$ cat src/rtl/bpa_ram.sv
`default_nettype none
module bpa_ram #(
    parameter int Width = 8,
    parameter int Depth = 16
) (
    input  wire logic                     aclk,
    input  wire logic                     we,
    input  wire logic [$clog2(Depth)-1:0] waddr,
    input  wire logic [Width-1:0]         wdata,
    input  wire logic [$clog2(Depth)-1:0] raddr,
    output logic      [Width-1:0]         rdata
);
    logic [Width-1:0] mem [Depth];

    always_ff @(posedge aclk) begin
        if (we) begin
            mem[waddr] <= wdata;
        end
        rdata <= mem[raddr];
    end
endmodule
`default_nettype wire

$ cat config.mk
export PLATFORM = sky130hd
export DESIGN_NAME = bpa_ram
export DESIGN_NICKNAME = d
export VERILOG_FILES = /design/src/rtl/bpa_ram.sv
export SDC_FILE = /design/constraint.sdc
export NUM_CORES = 1
export LEC_CHECK = 0
export ABC_AREA = 1
export BUFFER_PORTS_ARGS = -buffer_cell sky130_fd_sc_hd__buf_2
export CAP_MARGIN = 20
export CORE_UTILIZATION = 45
export CTS_CLUSTER_DIAMETER = 80
export DETAILED_ROUTE_END_ITERATION = 8
export GPL_ROUTABILITY_DRIVEN = 1
export HOLD_SLACK_MARGIN = 0.1
export PLACE_DENSITY = 0.63
export SLEW_MARGIN = 30
export SYNTH_ARGS = -nofsm -noshare
export SYNTH_HDL_FRONTEND = slang
export SYNTH_SLANG_ARGS = --single-unit
export TNS_END_PERCENT = 1
$ cat constraint.sdc
create_clock -name aclk -period 2.93 [get_ports aclk]
set_input_delay 0.293 -clock aclk [delete_from_list [all_inputs] [get_ports aclk]]
set_output_delay 0.293 -clock aclk [all_outputs]
set_load 0.005 [all_outputs]
[Yosys cells after proc, flatten, opt, wreduce, memory -nomap -nowiden]
Memories as Yosys holds them, arrays and structs flattened. A register that Yosys moved wholly into a read port is not among the register bits.
Index checks and enable logic that the tools add are counted.
Widths: inputs -> output; s select.
Word-level totals
  memories kept: 1
  output and inout port bits: 8
  register bits: 0
  bits in writable memories: 128
  input bits: 18
  word-level logic and storage cells: 3
Cells by class
  multiplexer cells: 2
Memory list
  mem: words 16, width 8, read ports 1, clocked after Yosys merged registers in 1, wr ports 1, RTL line 13  | logic [Width-1:0] mem [Depth];
Operators by type and width (number)
  $mux 1: 2

[Logic depth before layout (Yosys ltp)]
  word-level depth: 2
  gate-level depth with buffers: 8
  gate-level depth less buffers: 7

[Worst setup path before layout]
No wires, ideal clock.
  path type: input -> register
  from: input port waddr[2]
  to: memory mem[10][0], enable pin
  data arrival time: 874 ps
  cell stages on the path: 2
  slack: 1686 ps
  path through: nand3b_1 -> nor2_1
RTL lines
  from (decl): RTL line 8  | input wire logic [$clog2(Depth)-1:0] waddr,
  to (decl): RTL line 13
No word-level cell before the write port.

==> flow_summary.ini <==
[sta]
finalSetupTns_ns = 0
worst-slew-pin-transition_ns = 0.862
period_share_pct = 47.6
skew_ns = 0.00488
hold_slack_ns = 0.242
fmax_ghz = 0.716
drv_slew = 0
finalSetupViolCount = 0
relSlewSlack_pct = 42.3
finalCriticalPeriod_ns = 1.40
worst_slack_ns = 1.53
hold_viol = 0
rsz0062_at_grt = false

[pwr]
clock_power_share_pct = 43.1
power.internal_mw = 3.39
switching_share_pct = 21.2
p_leak_nw = 2.78
p_seq_share_pct = 50.9
combPwrFrac_pct = 5.9
powerDensity_nw_per_um2 = 663
p_sw_mw = 0.911
vdd_ir_drop_max_uv = 561

[cells_and_area]
multiInputGateArea_um2 = 1210
drive_above_1_share_pct = 9.18
nets = 593
instances_no_fill = 756
final_area_um2 = 6480
ff_latch_area_um2 = 4000
area_delta_synth_final_pct = 12.4
num-fill-cells = 1109
diodes = 0

[setup_path]
startpoint_type = primary input
worstSetupPathType = primary input to flip-flop
arrival_ns = 1.70
path_max_fanout = 30
end_kind = flip-flop
worstPathRequired_ns = 3.23
reg2regPathDepth = 6

[floorplan]
ioPinCount = 26
rows = 40
die_y_um = 115
core_um2 = 12300
die-width_um = 115
die-area_um2 = 13300
start_util_pct = 47.0

[clock_tree]
cts_root_buf = clkbuf_16
cts.hold.buffers_added = 0
cts_buffer_depth = 2
clkTransAtPathRegs_ns = 0.05
postCtsResizedCells = 0
h-tree-depth = 4
clk_latency_ns = 0.42
post_cts_buffers = 0
cts_tree = yes
cts_buffers = 17
clock_sinks = 136

[placement]
gp_congestion = 0.772
preCtsSetupSlack_ns = 1.09
io_buffers = 25
placedCellCount = 724
place_area_um2 = 5970
dpl.hpwl_um = 7700

[global_routing]
gr-total-overflow = 0
grt_pass1_vias = 3539
grt_max_degree = 65
antenna_found_initial = 0
grt_usage_pct = 21.0
grt_pass1_wl_um = 19500

[logic_synthesis]
syn_inst = 551
syn_area_um2 = 5770
synth-seq-cells = 136
seq_area_frac_synth_pct = 69.4
yosys_warnings = 0
synth.avg_cell_area_um2 = 10.5
mappedNetlistNets = 569
synth_area_leaders = edfxtp_1 67%, nand2_1 11%, nand3_1 8.4%
synth_cell_types = 12
synth_top_area_share_pct = 66.7
synth_top_area_cell = edfxtp_1

[detailed_routing]
vias = 3742
drt-initial-drc-count = 317
drtPass1Iterations = 4
totalWireLength_um = 12700
postRouteAntennaNets = 0
via_per_inst = 4.95
wl_per_cell_um = 16.7
drc = 0

[flow_run]
maxCapViolCount = 0

[hold_path]
min_path_type = primary input to flip-flop
worstHoldPathCells = 3

[run_status]
status = complete, no violations
## power groups by stage
stage	Sequential, mW	Combinational (mW)	Clock [mW]
6_report	2.19	0.254	1.85
5_1_grt	2.19	0.282	1.96
4_1_cts	2.19	0.255	1.88
3_5_place_dp	2.23	0.254	0
3_3_place_gp	2.23	0.251	0
2_1_floorplan	2.23	0.153	0
## cells in the final DEF, fill, tap and decap left out
cell        instances
nand2_1           173
edfxtp_1          128
inv_1             100
nand3_1            97
buf_2              25
nor2_1             17
clkbuf_16          17
dfxtp_1             8
clkbuf_1            7
buf_4               4
clkbuf_8            3
inv_2               2
nand3b_1            2
clkinv_2            2
clkinv_1            2
clkinvlp_4          1
## synth_stat cells
cell,count
dfxtp_1,8
inv_1,100
nor2_1,17
edfxtp_1,128
buf_6,6
nand3_1,97
nand3b_1,2
buf_2,13
buf_1,1
nand2_1,173
inv_2,2
buf_4,4
## routing by layer
metal	global-route usage [%]	routed length (um)	up-vias	part of all wire [%]
met1	28.0	5750	1799	45
met5	0	0	-	0
met4	7.01	131	0	1.0
li1	-	-	1822	-
met2	33.1	6060	107	48
met3	6.01	714	14	5.6
## final cells by class
cell class	count	area share, %
flip-flops and latches	136	61.8
multi-input cells	289	18.7
clock buffers	27	7.60
inverters	102	5.91
well taps	168	3.24
repair buffers	29	2.39
clock inverters	5	0.386
## registers in the layout, indices dropped and copies added (netlist names)
name,count
mem,128
rdata,8
## cells by family after synthesis
kind of cell,after synthesis,synth area share [%]
and+or+nand+nor,289,21.0
buffers and inverters,126,9.52
DFF,136,69.4
## per-stage QoR
stage | power [mW] | utilization [%]
floorplan | 2.38 | -
global placement | 2.48 | 48.7
detailed placement | 2.48 | 48.7
CTS | 4.32 | 52.9
global route | 4.43 | 52.9
finish | 4.30 | 52.9
## path summary, 6_finish.rpt
check	end	slack, ns	from
max	rdata[7]	1.53	raddr[0]
min	rdata[4]	0.24	raddr[3]
max reg2reg	rdata[7]	1.86	mem[1][7]
min reg2reg	rdata[0]	0.66	mem[11][0]
## worst max-delay path, cell delays in order
cell and delay, ns:
buf_2 0.11, inv_2 0.33, buf_4 0.39, nand2_1 0.10, nand3_1 0.08, nand3_1 0.10, nand3_1 0.19, nand2_1 0.08
(Power assumes the default switching activity.)
